$ cat src/rtl/core/cfba_pkg.sv
// ----------------------------------------------------------------------------
// cfba_pkg
// status codes and operation codes of the block allocator
// ----------------------------------------------------------------------------
package cfba_pkg;
  localparam logic [1:0] ST_OK         = 2'd0;
  localparam logic [1:0] ST_NO_SPACE   = 2'd1;
  localparam logic [1:0] ST_BAD_OFFSET = 2'd2;
  localparam logic       OP_ALLOC      = 1'b0;
  localparam logic       OP_FREE       = 1'b1;
  localparam int         CFG_BLOCK_BYTES = 0;
  localparam int         CFG_CHUNKS      = 1;
endpackage

$ cat src/rtl/core/cfba_divider.sv
// ----------------------------------------------------------------------------
// cfba_divider
// restoring divider, one quotient bit per cycle, 18-bit dividend, 8-bit divisor
// ----------------------------------------------------------------------------
module cfba_divider import cfba_pkg::*; (
  input  logic        clk,
  input  logic        rst_n,
  input  logic        start,
  input  logic [17:0] dividend,
  input  logic [7:0]  divisor,
  output logic        done,
  output logic [17:0] quotient,
  output logic [7:0]  remainder
);
  logic [17:0] q_r, q_nxt;
  logic [8:0]  rem_r, rem_nxt;
  logic [7:0]  dv_r, dv_nxt;
  logic [4:0]  cnt_r, cnt_nxt;
  logic        busy_r, busy_nxt, done_r, done_nxt;
  logic [8:0]  trial;

  // one shift and subtract step
  always_comb begin
    q_nxt = q_r; rem_nxt = rem_r; dv_nxt = dv_r; cnt_nxt = cnt_r;
    busy_nxt = busy_r; done_nxt = 1'b0;
    trial = {rem_r[7:0], q_r[17]};
    if (start) begin
      q_nxt = dividend; rem_nxt = '0; dv_nxt = divisor;
      cnt_nxt = 5'd18; busy_nxt = 1'b1;
    end else if (busy_r) begin
      if (trial >= {1'b0, dv_r}) begin
        rem_nxt = trial - {1'b0, dv_r};
        q_nxt = {q_r[16:0], 1'b1};
      end else begin
        rem_nxt = trial;
        q_nxt = {q_r[16:0], 1'b0};
      end
      cnt_nxt = cnt_r - 5'd1;
      if (cnt_r == 5'd1) begin
        busy_nxt = 1'b0; done_nxt = 1'b1;
      end
    end
  end

  always_ff @(posedge clk) begin
    if (!rst_n) begin
      busy_r <= 1'b0; done_r <= 1'b0; cnt_r <= '0;
    end else begin
      busy_r <= busy_nxt; done_r <= done_nxt; cnt_r <= cnt_nxt;
    end
    q_r <= q_nxt; rem_r <= rem_nxt; dv_r <= dv_nxt;
  end

  assign done = done_r;
  assign quotient = q_r;
  assign remainder = rem_r[7:0];
endmodule

$ cat config.mk
export PLATFORM = sky130hd
export DESIGN_NAME = cfba_divider
export DESIGN_NICKNAME = d
export VERILOG_FILES = /design/src/rtl/core/cfba_pkg.sv /design/src/rtl/core/cfba_divider.sv
export SDC_FILE = /design/constraint.sdc
export NUM_CORES = 1
export LEC_CHECK = 0
export BUFFER_PORTS_ARGS = -buffer_cell sky130_fd_sc_hd__buf_2
export CORE_ASPECT_RATIO = 1.4
export CORE_MARGIN = 1.5
export CORE_UTILIZATION = 43
export CTS_BUF_LIST = sky130_fd_sc_hd__clkbuf_16
export DETAILED_ROUTE_END_ITERATION = 10
export GPL_TIMING_DRIVEN = 0
export HOLD_SLACK_MARGIN = 0.1
export PLACE_DENSITY = 0.7
export RECOVER_POWER = 100
export SYNTH_ARGS = -nofsm -noshare
export SYNTH_HDL_FRONTEND = slang
export SYNTH_SLANG_ARGS = --single-unit
$ cat constraint.sdc
create_clock -name clk -period 2 [get_ports clk]
set_input_delay 0.2 -clock clk [delete_from_list [all_inputs] [get_ports clk]]
set_output_delay 0.2 -clock clk [all_outputs]
set_load 0.02 [all_outputs]
==> results of run 1 <==
final cells by class:
cell class | count | share of cell area
clock inverter | 3 | 0.006027
multi-input combinational | 129 | 0.3840
buffer | 5 | 0.006457
timing repair buffer | 74 | 0.1399
tap | 64 | 0.02755
inverter | 15 | 0.01937
clock buffer | 5 | 0.04305
sequential | 41 | 0.3737
flip-flops by register name (all words and copies together), names as in the netlist:
| register | flops |
|---|---|
| quotient | 18 |
| dv_r | 8 |
| rem_r | 8 |
| cnt_r | 5 |
| busy_r | 1 |
| done | 1 |
report_power, final:
| group | leakage (nW) | switching [mW] | total (mW) | internal, mW |
|---|---|---|---|---|
| clock network | 0.0712 | 0.312 | 0.770 | 0.457 |
| logic | 0.693 | 0.363 | 0.662 | 0.298 |
| registers | 0.385 | 0.0565 | 1.05 | 0.995 |
what timing repair did:
item / 4_1_cts / 5_1_grt
buffers inserted: 5 / 8
hold endpoints to repair: 6 / 0
resized for setup: 5 / 14
endpoints found under the setup margin: 3 / 8
hold buffers: 6 / 0
pin swaps: 4 / 12
metal layers:
layer / part of all wire / vias up / routed length, um / GRT usage
met5: 0 / - / 0 / 0
met3: 0.055 / 5 / 259 / 0.04286
met4: 0.011 / 0 / 52 / 0.06061
li1: - / 866 / - / -
met2: 0.52 / 55 / 2419 / 0.3196
met1: 0.42 / 850 / 1965 / 0.2099
how the worst max path moves through the flow:
| stage | endpoint | slack, ps | startpoint |
|---|---|---|---|
| after floorplan | quotient[0]$_DFFE_PP_ | -30 | rem_r[1]$_SDFFE_PP0P_ |
| after global placement | quotient[0]$_DFFE_PP_ | -170 | dv_r[2]$_DFFE_PP_ |
| after detailed placement | quotient[0]$_DFFE_PP_ | -220 | dv_r[2]$_DFFE_PP_ |
| after CTS | rem_r[6]$_SDFFE_PP0P_ | 10 | dv_r[2]$_DFFE_PP_ |
| after global routing | rem_r[0]$_SDFFE_PP0P_ | -50 | dv_r[4]$_DFFE_PP_ |
| final | quotient[0]$_DFFE_PP_ | 30 | dv_r[2]$_DFFE_PP_ |
worst max-delay path: stages, from the launching register on:
cell and delay (ps):
edfxtp_1 400, inv_2 90, ha_4 210, and3_4 150, and3_4 160, o31ai_4 330, nand2_2 110, mux2_4 270
kinds of logic (layout without fill, tap and decap cells):
group / count (synthesis) / after routing / synth area share
flip-flops: 41 / 41 / 0.5044
buffers and inverters: 20 / 102 / 0.03503
AO/OA/AOI/OAI: 41 / 41 / 0.1483
multiplexers: 19 / 19 / 0.09924
XOR/XNOR: 7 / 7 / 0.02861
adder cells (fa/ha/maj): 11 / 11 / 0.06772
AND/OR/NAND/NOR: 51 / 51 / 0.1168
cell usage in the layout, fill, tap and decap left out, types with 2 or more instances in the layout:
master | synthesis | final
a211o_1 | 2 | 2
a211oi_4 | 1 | 2
a21boi_0 | 3 | 3
a21o_1 | 2 | 2
a21oi_1 | 6 | 5
a311oi_1 | 5 | 4
a31oi_1 | 3 | 3
and3_1 | 3 | 2
and3_4 | 1 | 2
buf_2 | 0 | 28
buf_4 | 0 | 10
buf_6 | 0 | 2
clkbuf_1 | 3 | 32
clkbuf_16 | 0 | 5
dfxtp_1 | 15 | 11
dfxtp_2 | 0 | 4
dlygate4sd3_1 | 0 | 6
edfxtp_1 | 26 | 26
ha_1 | 10 | 4
ha_2 | 0 | 2
ha_4 | 0 | 4
inv_1 | 15 | 12
inv_2 | 0 | 3
mux2_2 | 18 | 17
nand2_1 | 11 | 10
nand2b_4 | 0 | 2
nand3_1 | 6 | 4
nand3_2 | 0 | 2
nor2_1 | 18 | 17
nor2b_1 | 2 | 2
nor3_1 | 2 | 2
o21ai_0 | 9 | 9
xnor2_1 | 4 | 4
xor2_1 | 3 | 3
==> results.py, run 1 <==
metrics = {
    "status": {
        "status": "finished clean",
    },
    "cts": {
        "cts_tree": "yes",
        "clkSinkCount": 41,
        "cts_max_level": 2,
        "root_buffer": "clkbuf_16",
        "clock_path_buffers": 2,
        "cts_buffers": 5,
        "clock_latency_ps": 280,
        "clk_pin_slew_ps": 60,
    },
    "timing": {
        "tightest_slew_ps": 736.4,
        "rsz0062_at_grt": "yes",
        "skew_ps": 5.876,
        "maxSlewHeadroom": 0.5079,
        "hold_viol": 0,
        "min_period_over_period": 0.9853,
        "setup_viol": 0,
        "fin_ws_ps": 29.49,
        "maxSlewViolCount": 0,
        "fin_setup_tns_ps": 0,
        "fmax_mhz": 507.5,
        "final.min_clock_period_ps": 1971,
        "whs_ps": 106.8,
    },
    "logic_synthesis": {
        "syn_nets": 230,
        "synthTopCellsByArea": "edfxtp_1 36%, dfxtp_1 14%, mux2_2 9.5%",
        "yosysSeqAreaShare": 0.5044,
        "ys.flop_type": "edfxtp_1",
        "synth.distinct_cells": 42,
        "synth_top_cell_by_area": "edfxtp_1",
        "synthArstFlopShare": 0,
        "syn-cell-area_sq_mm": 0.002143,
        "synth-edff-count": 26,
        "yosysMostFrequentCell": "edfxtp_1",
        "ys_ff_latch": 41,
        "yosysTopAreaCellShare": 0.3643,
        "syn_inst": 190,
        "ys.warnings.count": 0,
        "syn_avg_cell_area_sq_um": 11.28,
        "synth_common_cells": "26 x edfxtp_1, 18 x mux2_2, 18 x nor2_1",
    },
    "finish": {
        "fin_util": 0.6049,
        "instances_no_fill": 336,
        "drive_gt1_frac": 0.3603,
        "num-fill-cells": 441,
        "seqCellArea_sq_mm": 0.001086,
        "nNetsFinal": 311,
        "multiInputGateArea_sq_mm": 0.001116,
        "stdcell_area_sq_mm": 0.002907,
        "synthToLayoutAreaGrowth_pct": 35.61,
        "num_antenna_cells": 0,
    },
    "pwr": {
        "finalPower_mw": 2.483,
        "p_leak_nw": 1.149,
        "max-vdd-ir-drop_v": 0.0006350,
        "power_density_mw_per_mm2": 854.2,
    },
    "route": {
        "drtPass1Iterations": 4,
        "ant_nets": 0,
        "wl_um": 4696,
        "vias": 1776,
        "drt_iter0_markers": 69,
        "wire_per_inst_um": 13.98,
        "drc_errors": 0,
        "vias_per_cell": 5.286,
    },
    "global_routing": {
        "grt_overflow_total": 0,
        "first_global_vias": 1638,
        "grt_usage": 0.1786,
        "grt_first_pass_wirelength_um": 7624,
        "grt_max_degree": 19,
        "antenna_found_initial": 0,
    },
    "setup_path": {
        "cp-end-kind": "flop",
        "worst-setup-path-type": "reg2reg",
        "r2r_start": "dv_r[2]$_DFFE_PP_",
        "start_kind": "flop",
        "rr_worst_depth": 7,
        "arrival_ps": 2000,
        "cp.required_ps": 2030,
        "regToRegSetupSlack_ps": 30,
        "cp_max_fo": 4,
        "r2r-end": "quotient[0]$_DFFE_PP_",
    },
    "placement": {
        "dp_hpwl_um": 3414,
        "dp_cells": 309,
        "place_area_sq_mm": 0.002561,
        "gp_congestion": 0.7966,
        "preCtsSetupSlack_ps": -220.4,
        "port_buffers": 55,
    },
    "run": {
        "drv_cap": 0,
    },
    "floorplanning": {
        "fp.dieArea_sq_mm": 0.005423,
        "start_util": 0.4461,
        "ios": 56,
        "die_h_um": 86.54,
        "die_w_um": 62.67,
        "num_rows": 30,
        "design.core.area_sq_mm": 0.004805,
    },
    "min_path": {
        "min_from": "divisor[2]",
        "holdPathEnd": "dv_r[2]$_DFFE_PP_",
        "hold_depth": 1,
        "min_path_type": "in2reg",
    },
}
No activity file was read; power rests on OpenSTA's default activity.
==> inputs of run 2 (changes only) <==
--- a/config.mk
+++ b/config.mk
@@ -5,15 +5,16 @@
 export SDC_FILE = /design/constraint.sdc
 export NUM_CORES = 1
 export LEC_CHECK = 0
-export BUFFER_PORTS_ARGS = -buffer_cell sky130_fd_sc_hd__buf_2
+export BUFFER_PORTS_ARGS = -buffer_cell sky130_fd_sc_hd__clkbuf_2
 export CORE_ASPECT_RATIO = 1.4
 export CORE_MARGIN = 1.5
-export CORE_UTILIZATION = 43
+export CORE_UTILIZATION = 47
 export CTS_BUF_LIST = sky130_fd_sc_hd__clkbuf_16
+export CTS_CLUSTER_SIZE = 30
 export DETAILED_ROUTE_END_ITERATION = 10
 export GPL_TIMING_DRIVEN = 0
 export HOLD_SLACK_MARGIN = 0.1
-export PLACE_DENSITY = 0.7
+export PLACE_DENSITY = 0.75
 export RECOVER_POWER = 100
 export SYNTH_ARGS = -nofsm -noshare
 export SYNTH_HDL_FRONTEND = slang
==> run 2 against run 1 <==
Effect of this change:
- combinational power about the same
- clock skew up 1.5 ps
- critical path type unchanged
- global-route usage up 2.3 points
- setup slack worse by 5.3 ps
==> results.py, run 2 (synthesis results as in run 1) <==
metrics = {
    "route": {
        "drt_iter0_markers": 104,
        "vias_per_cell": 5.398,
        "drtPass1Iterations": 4,
        "wl_um": 4961,
        "ant_nets": 0,
        "vias": 1776,
        "drc_errors": 0,
        "wire_per_inst_um": 15.08,
    },
    "timing": {
        "skew_ps": 7.354,
        "final.min_clock_period_ps": 1976,
        "maxSlewHeadroom": 0.5256,
        "hold_viol": 0,
        "setup_viol": 0,
        "fmax_mhz": 506.1,
        "tightest_slew_ps": 709.8,
        "whs_ps": 99.91,
        "min_period_over_period": 0.9879,
        "rsz0062_at_grt": "yes",
        "maxSlewViolCount": 0,
        "fin_ws_ps": 24.15,
    },
    "placement": {
        "dp_hpwl_um": 3321,
        "port_buffers": 55,
        "dp_cells": 305,
        "preCtsSetupSlack_ps": -196.2,
        "gp_congestion": 0.7849,
        "place_area_sq_mm": 0.002556,
    },
    "min_path": {
        "min_path_type": "in2reg",
    },
    "pwr": {
        "power_density_mw_per_mm2": 861.4,
        "p_leak_nw": 1.189,
        "p_clk_frac": 0.314,
        "power.switching_mw": 0.7555,
        "p_int_mw": 1.744,
        "switching_share": 0.3023,
        "finalPower_mw": 2.499,
        "combPwrFrac": 0.265,
        "max-vdd-ir-drop_v": 0.0007081,
        "seq_power_share": 0.421,
    },
    "global_routing": {
        "grt_first_pass_wirelength_um": 7755,
        "grt_usage": 0.2011,
        "first_global_vias": 1691,
        "grt_overflow_total": 0,
        "antenna_found_initial": 0,
        "grt_max_degree": 19,
    },
    "setup_path": {
        "regToRegSetupSlack_ps": 20,
        "worstPathCellList": "inv_2 -> ha_4 -> and3_4 -> and3_4 -> o31ai_4 -> nand2_2 -> mux2_4",
        "slowest_delay_ps": 370,
        "slowest_stage": "edfxtp_1",
        "start_kind": "flop",
        "worst-setup-path-type": "reg2reg",
        "cp-end-kind": "flop",
        "critPathMostFrequentCell": "and3_4",
        "cp_max_fo": 6,
        "arrival_ps": 2010,
        "cp.required_ps": 2040,
    },
    "finish": {
        "instances_no_fill": 329,
        "seqCellArea_sq_mm": 0.001086,
        "final_cell_mix": "43 x clkbuf_2, 26 x edfxtp_1, 17 x mux2_2",
        "synthToLayoutAreaGrowth_pct": 35.38,
        "stdcell_area_sq_mm": 0.002902,
        "num_antenna_cells": 0,
        "nNetsFinal": 308,
        "drive_gt1_frac": 0.4052,
        "multiInputGateArea_sq_mm": 0.001121,
        "largest_reg_flops": 18,
        "layout_commonest_cell": "clkbuf_2",
        "num-fill-cells": 341,
    },
    "run": {
        "drv_cap": 0,
    },
    "floorplanning": {
        "die_w_um": 60.07,
        "design.core.area_sq_mm": 0.004309,
        "ios": 56,
        "num_rows": 28,
        "fp.dieArea_sq_mm": 0.004980,
        "start_util": 0.4974,
        "die_h_um": 82.90,
    },
    "cts": {
        "clock_latency_ps": 290,
        "root_buffer": "clkbuf_16",
        "clock_path_buffers": 2,
        "cts_buffers": 5,
        "cts_tree": "yes",
        "cts_max_level": 2,
        "clkSinkCount": 41,
        "clk_pin_slew_ps": 60,
    },
    "status": {
        "status": "finished clean",
    },
}
[run 2: timing repair]
| item | 4_1_cts | 5_1_grt |
|---|---|---|
| gates cloned | 0 | 0 |
| hold buffers | 7 | 0 |
| pin swaps | 3 | 13 |
| hold endpoints to repair | 7 | 0 |
| gates resized for setup | 1 | 18 |
| setup buffers | 4 | 5 |
| setup endpoints to repair | 5 | 9 |
[run 2: power groups by stage]
stage | Combinational (mW) | Clock [mW] | Sequential, mW
detailed placement | 0.577 | 0 | 1.06
global route | 0.723 | 0.834 | 1.06
finish | 0.661 | 0.786 | 1.05
floorplan | 0.347 | 0 | 1.13
global placement | 0.569 | 0 | 1.07
CTS | 0.610 | 0.797 | 1.05
[run 2: cell type report]
class	count	area share
Timing Repair Buffer	71	0.1384
Sequential cell	41	0.3743
Multi-Input combinational cell	129	0.3864
Clock inverter	3	0.006037
Clock buffer	5	0.04312
Tap cell	60	0.02587
Inverter	15	0.01940
Buffer	5	0.006468
[run 2: path summary, 6_finish.rpt]
kind | from | to | cells after the start
worst max-delay path | dv_r[3]$_DFFE_PP_ | quotient[0]$_DFFE_PP_ | 7
worst min-delay path | divisor[7] | dv_r[7]$_DFFE_PP_ | 1
worst max register to register | dv_r[3]$_DFFE_PP_ | quotient[0]$_DFFE_PP_ | 7
worst min register to register | rem_r[5]$_SDFFE_PP0P_ | rem_r[6]$_SDFFE_PP0P_ | 2
[run 2: per-stage QoR]
| stage | utilization | setup TNS (ps) |
|---|---|---|
| 6_report | 0.6733 | 0 |
| 5_1_grt | 0.6733 | -203.8 |
| 4_1_cts | 0.6513 | 0 |
| 3_5_place_dp | 0.5932 | -1985 |
| 3_3_place_gp | 0.5932 | -1592 |
| 2_1_floorplan | - | -28.73 |
[run 2: critical path: cells and delay by family (launching register included)]
kind	cells	cell delay [ps]
fa+ha+maj	1	210
buf+inv	1	70
compound gates	1	330
flops	1	370
simple gates	3	460
mux	1	270
[run 2: layer usage]
layer / vias up / global-route usage / share of wire / routed length, um
met1: 842 / 0.2492 / 0.39 / 1932
met2: 64 / 0.3320 / 0.53 / 2607
met5: - / 0 / 0 / 0
met3: 10 / 0.05140 / 0.065 / 324
li1: 860 / - / - / -
met4: 0 / 0.06667 / 0.020 / 97
==> inputs of run 3 (changes only) <==
==> constraint.sdc (replaced) <==
create_clock -name clk -period 2 [get_ports clk]
set_input_delay 0.3 -clock clk [delete_from_list [all_inputs] [get_ports clk]]
set_output_delay 0.3 -clock clk [all_outputs]
set_load 0.02 [all_outputs]
==> run 3 against run 2 <==
Effect of this change:
- die area unchanged
- maximum frequency increased by 1.5%
- utilization shrank 2.6 points
- power fell by 1.5%
- register-to-register slack gained 30 ps
- highest routed layer unchanged
- clock-buffer cell count is the same
- critical path type unchanged
- largest power group unchanged
==> results.py, run 3 (synthesis results as in run 1) <==
metrics = {
    "timing": {
        "min_period_over_period": 0.9731,
        "final.min_clock_period_ps": 1946,
        "skew_ps": 5.549,
        "rsz0062_at_grt": "yes",
        "setup_viol": 0,
        "whs_ps": 189.1,
        "fin_ws_ps": 53.78,
        "hold_viol": 0,
        "maxSlewViolCount": 0,
        "maxSlewHeadroom": 0.6390,
        "fmax_mhz": 513.8,
        "tightest_slew_ps": 541.5,
    },
    "placement": {
        "port_buffers": 55,
        "preCtsSetupSlack_ps": -199.4,
        "dp_hpwl_um": 3321,
        "place_area_sq_mm": 0.002556,
        "gp_congestion": 0.7849,
    },
    "floorplanning": {
        "fp.dieArea_sq_mm": 0.004980,
        "start_util": 0.4974,
        "num_rows": 28,
        "die_w_um": 60.07,
        "ios": 56,
        "design.core.area_sq_mm": 0.004309,
        "die_h_um": 82.90,
    },
    "route": {
        "vias": 1746,
        "drt_iter0_markers": 111,
        "ant_nets": 0,
        "wire_per_inst_um": 14.83,
        "drtPass1Iterations": 4,
        "drc_errors": 0,
        "wl_um": 4744,
        "vias_per_cell": 5.456,
    },
    "global_routing": {
        "grt_first_pass_wirelength_um": 7548,
        "antenna_found_initial": 0,
        "grt_usage": 0.1961,
        "grt_max_degree": 19,
        "first_global_vias": 1648,
        "grt_overflow_total": 0,
    },
    "setup_path": {
        "slowest_stage": "edfxtp_1",
        "arrival_ps": 2080,
        "cp.required_ps": 2130,
        "cp_max_fo": 5,
        "r2r_start": "quotient[17]$_DFFE_PP_",
        "cp-end-kind": "flop",
        "crit_path_start": "quotient[17]$_DFFE_PP_",
        "critPathTopFamily": "compound AO/OA/AOI/OAI gates",
        "start_kind": "flop",
        "critPathBufInv": 2,
        "worst-setup-path-type": "reg2reg",
        "slowest_delay_ps": 390,
        "worstPathCellList": "inv_1 -> ha_2 -> nand2b_1 -> a211oi_4 -> buf_4 -> o31a_4 -> o21ai_0 -> a311oi_2",
    },
    "finish": {
        "fin_util": 0.6478,
        "stdcell_area_sq_mm": 0.002791,
        "nNetsFinal": 299,
        "final_cell_mix": "31 x clkbuf_1, 28 x clkbuf_2, 26 x edfxtp_1",
        "largest_reg_flops": 18,
        "num_antenna_cells": 0,
        "num-fill-cells": 353,
        "synthToLayoutAreaGrowth_pct": 30.24,
        "layout_commonest_cell": "clkbuf_1",
        "drive_gt1_frac": 0.3500,
    },
    "run": {
        "drv_cap": 0,
    },
    "pwr": {
        "p_leak_nw": 1.098,
        "finalPower_mw": 2.463,
        "power_density_mw_per_mm2": 882.3,
        "max-vdd-ir-drop_v": 0.0006597,
    },
    "cts": {
        "clock_path_buffers": 2,
        "clock_latency_ps": 280,
        "cts_tree": "yes",
        "cts_max_level": 2,
        "clkSinkCount": 41,
        "clk_pin_slew_ps": 60,
        "cts_buffers": 5,
        "root_buffer": "clkbuf_16",
    },
    "min_path": {
        "min_from": "divisor[0]",
        "min_path_type": "in2reg",
    },
    "status": {
        "status": "finished clean",
    },
}
==> run 3: cell types whose count changed in the layout (fill, tap and decap cells not counted), sizes merged <==
cell,before,now
buf,11,8
clkbuf,63,64
dlygate4sd3,7,0
==> run 3: layer usage <==
layer	global-route usage	up-vias	wire [um]
li1	-	842	-
met1	0.2370	828	1839
met2	0.3281	66	2504
met3	0.05140	10	286
met4	0.06667	0	114
met5	0	-	0
==> run 3: per-stage QoR <==
step	TNS [ps]	instances
floorplan	-28.73	190
global placement	-4023	305
detailed placement	-4551	305
CTS	0	317
global route	-251.8	320
finish	0	320
==> run 3: timing repair <==
action,in CTS,in global routing
pin swaps,3,9
setup endpoints to repair,5,27
setup buffers,4,3
resized for setup,1,16
hold buffers,0,0
==> run 3: cell type report <==
type	count	area (sq um)	area share
buffer	5	18.77	0.006723
clock buffer	5	125.1	0.04482
clock inverter	3	17.52	0.006275
inverter	15	56.30	0.02017
multi-input combinational	129	1115	0.3994
sequential	41	1086	0.3891
tap	60	75.07	0.02689
timing repair buffer	62	297.8	0.1067
==> run 3: worst register-to-register path, delay by kind of cell, from the launching register on <==
| kind | cells | cell delay [ps] |
|---|---|---|
| and+or+nand+nor | 1 | 180 |
| buffers and inverters | 2 | 250 |
| AOI/OAI and AO/OA | 4 | 750 |
| DFF | 1 | 390 |
| adders and majority gates | 1 | 210 |
==> run 3: power breakdown <==
| group | switching, mW | leakage, nW | total, mW | internal (mW) |
|---|---|---|---|---|
| registers | 0.0556 | 0.385 | 1.05 | 0.994 |
| logic | 0.363 | 0.644 | 0.631 | 0.268 |
| clock network | 0.325 | 0.0696 | 0.782 | 0.457 |
| total | 0.743 | 1.10 | 2.46 | 1.72 |
==> run 3: worst paths after layout <==
path	slack [ps]	endpoint	cells past startpoint
setup / recovery	50	rem_r[3]$_SDFFE_PP0P_	8
hold / removal	190	dv_r[0]$_DFFE_PP_	1
setup reg to reg	50	rem_r[3]$_SDFFE_PP0P_	8
hold reg to reg	540	rem_r[2]$_SDFFE_PP0P_	2
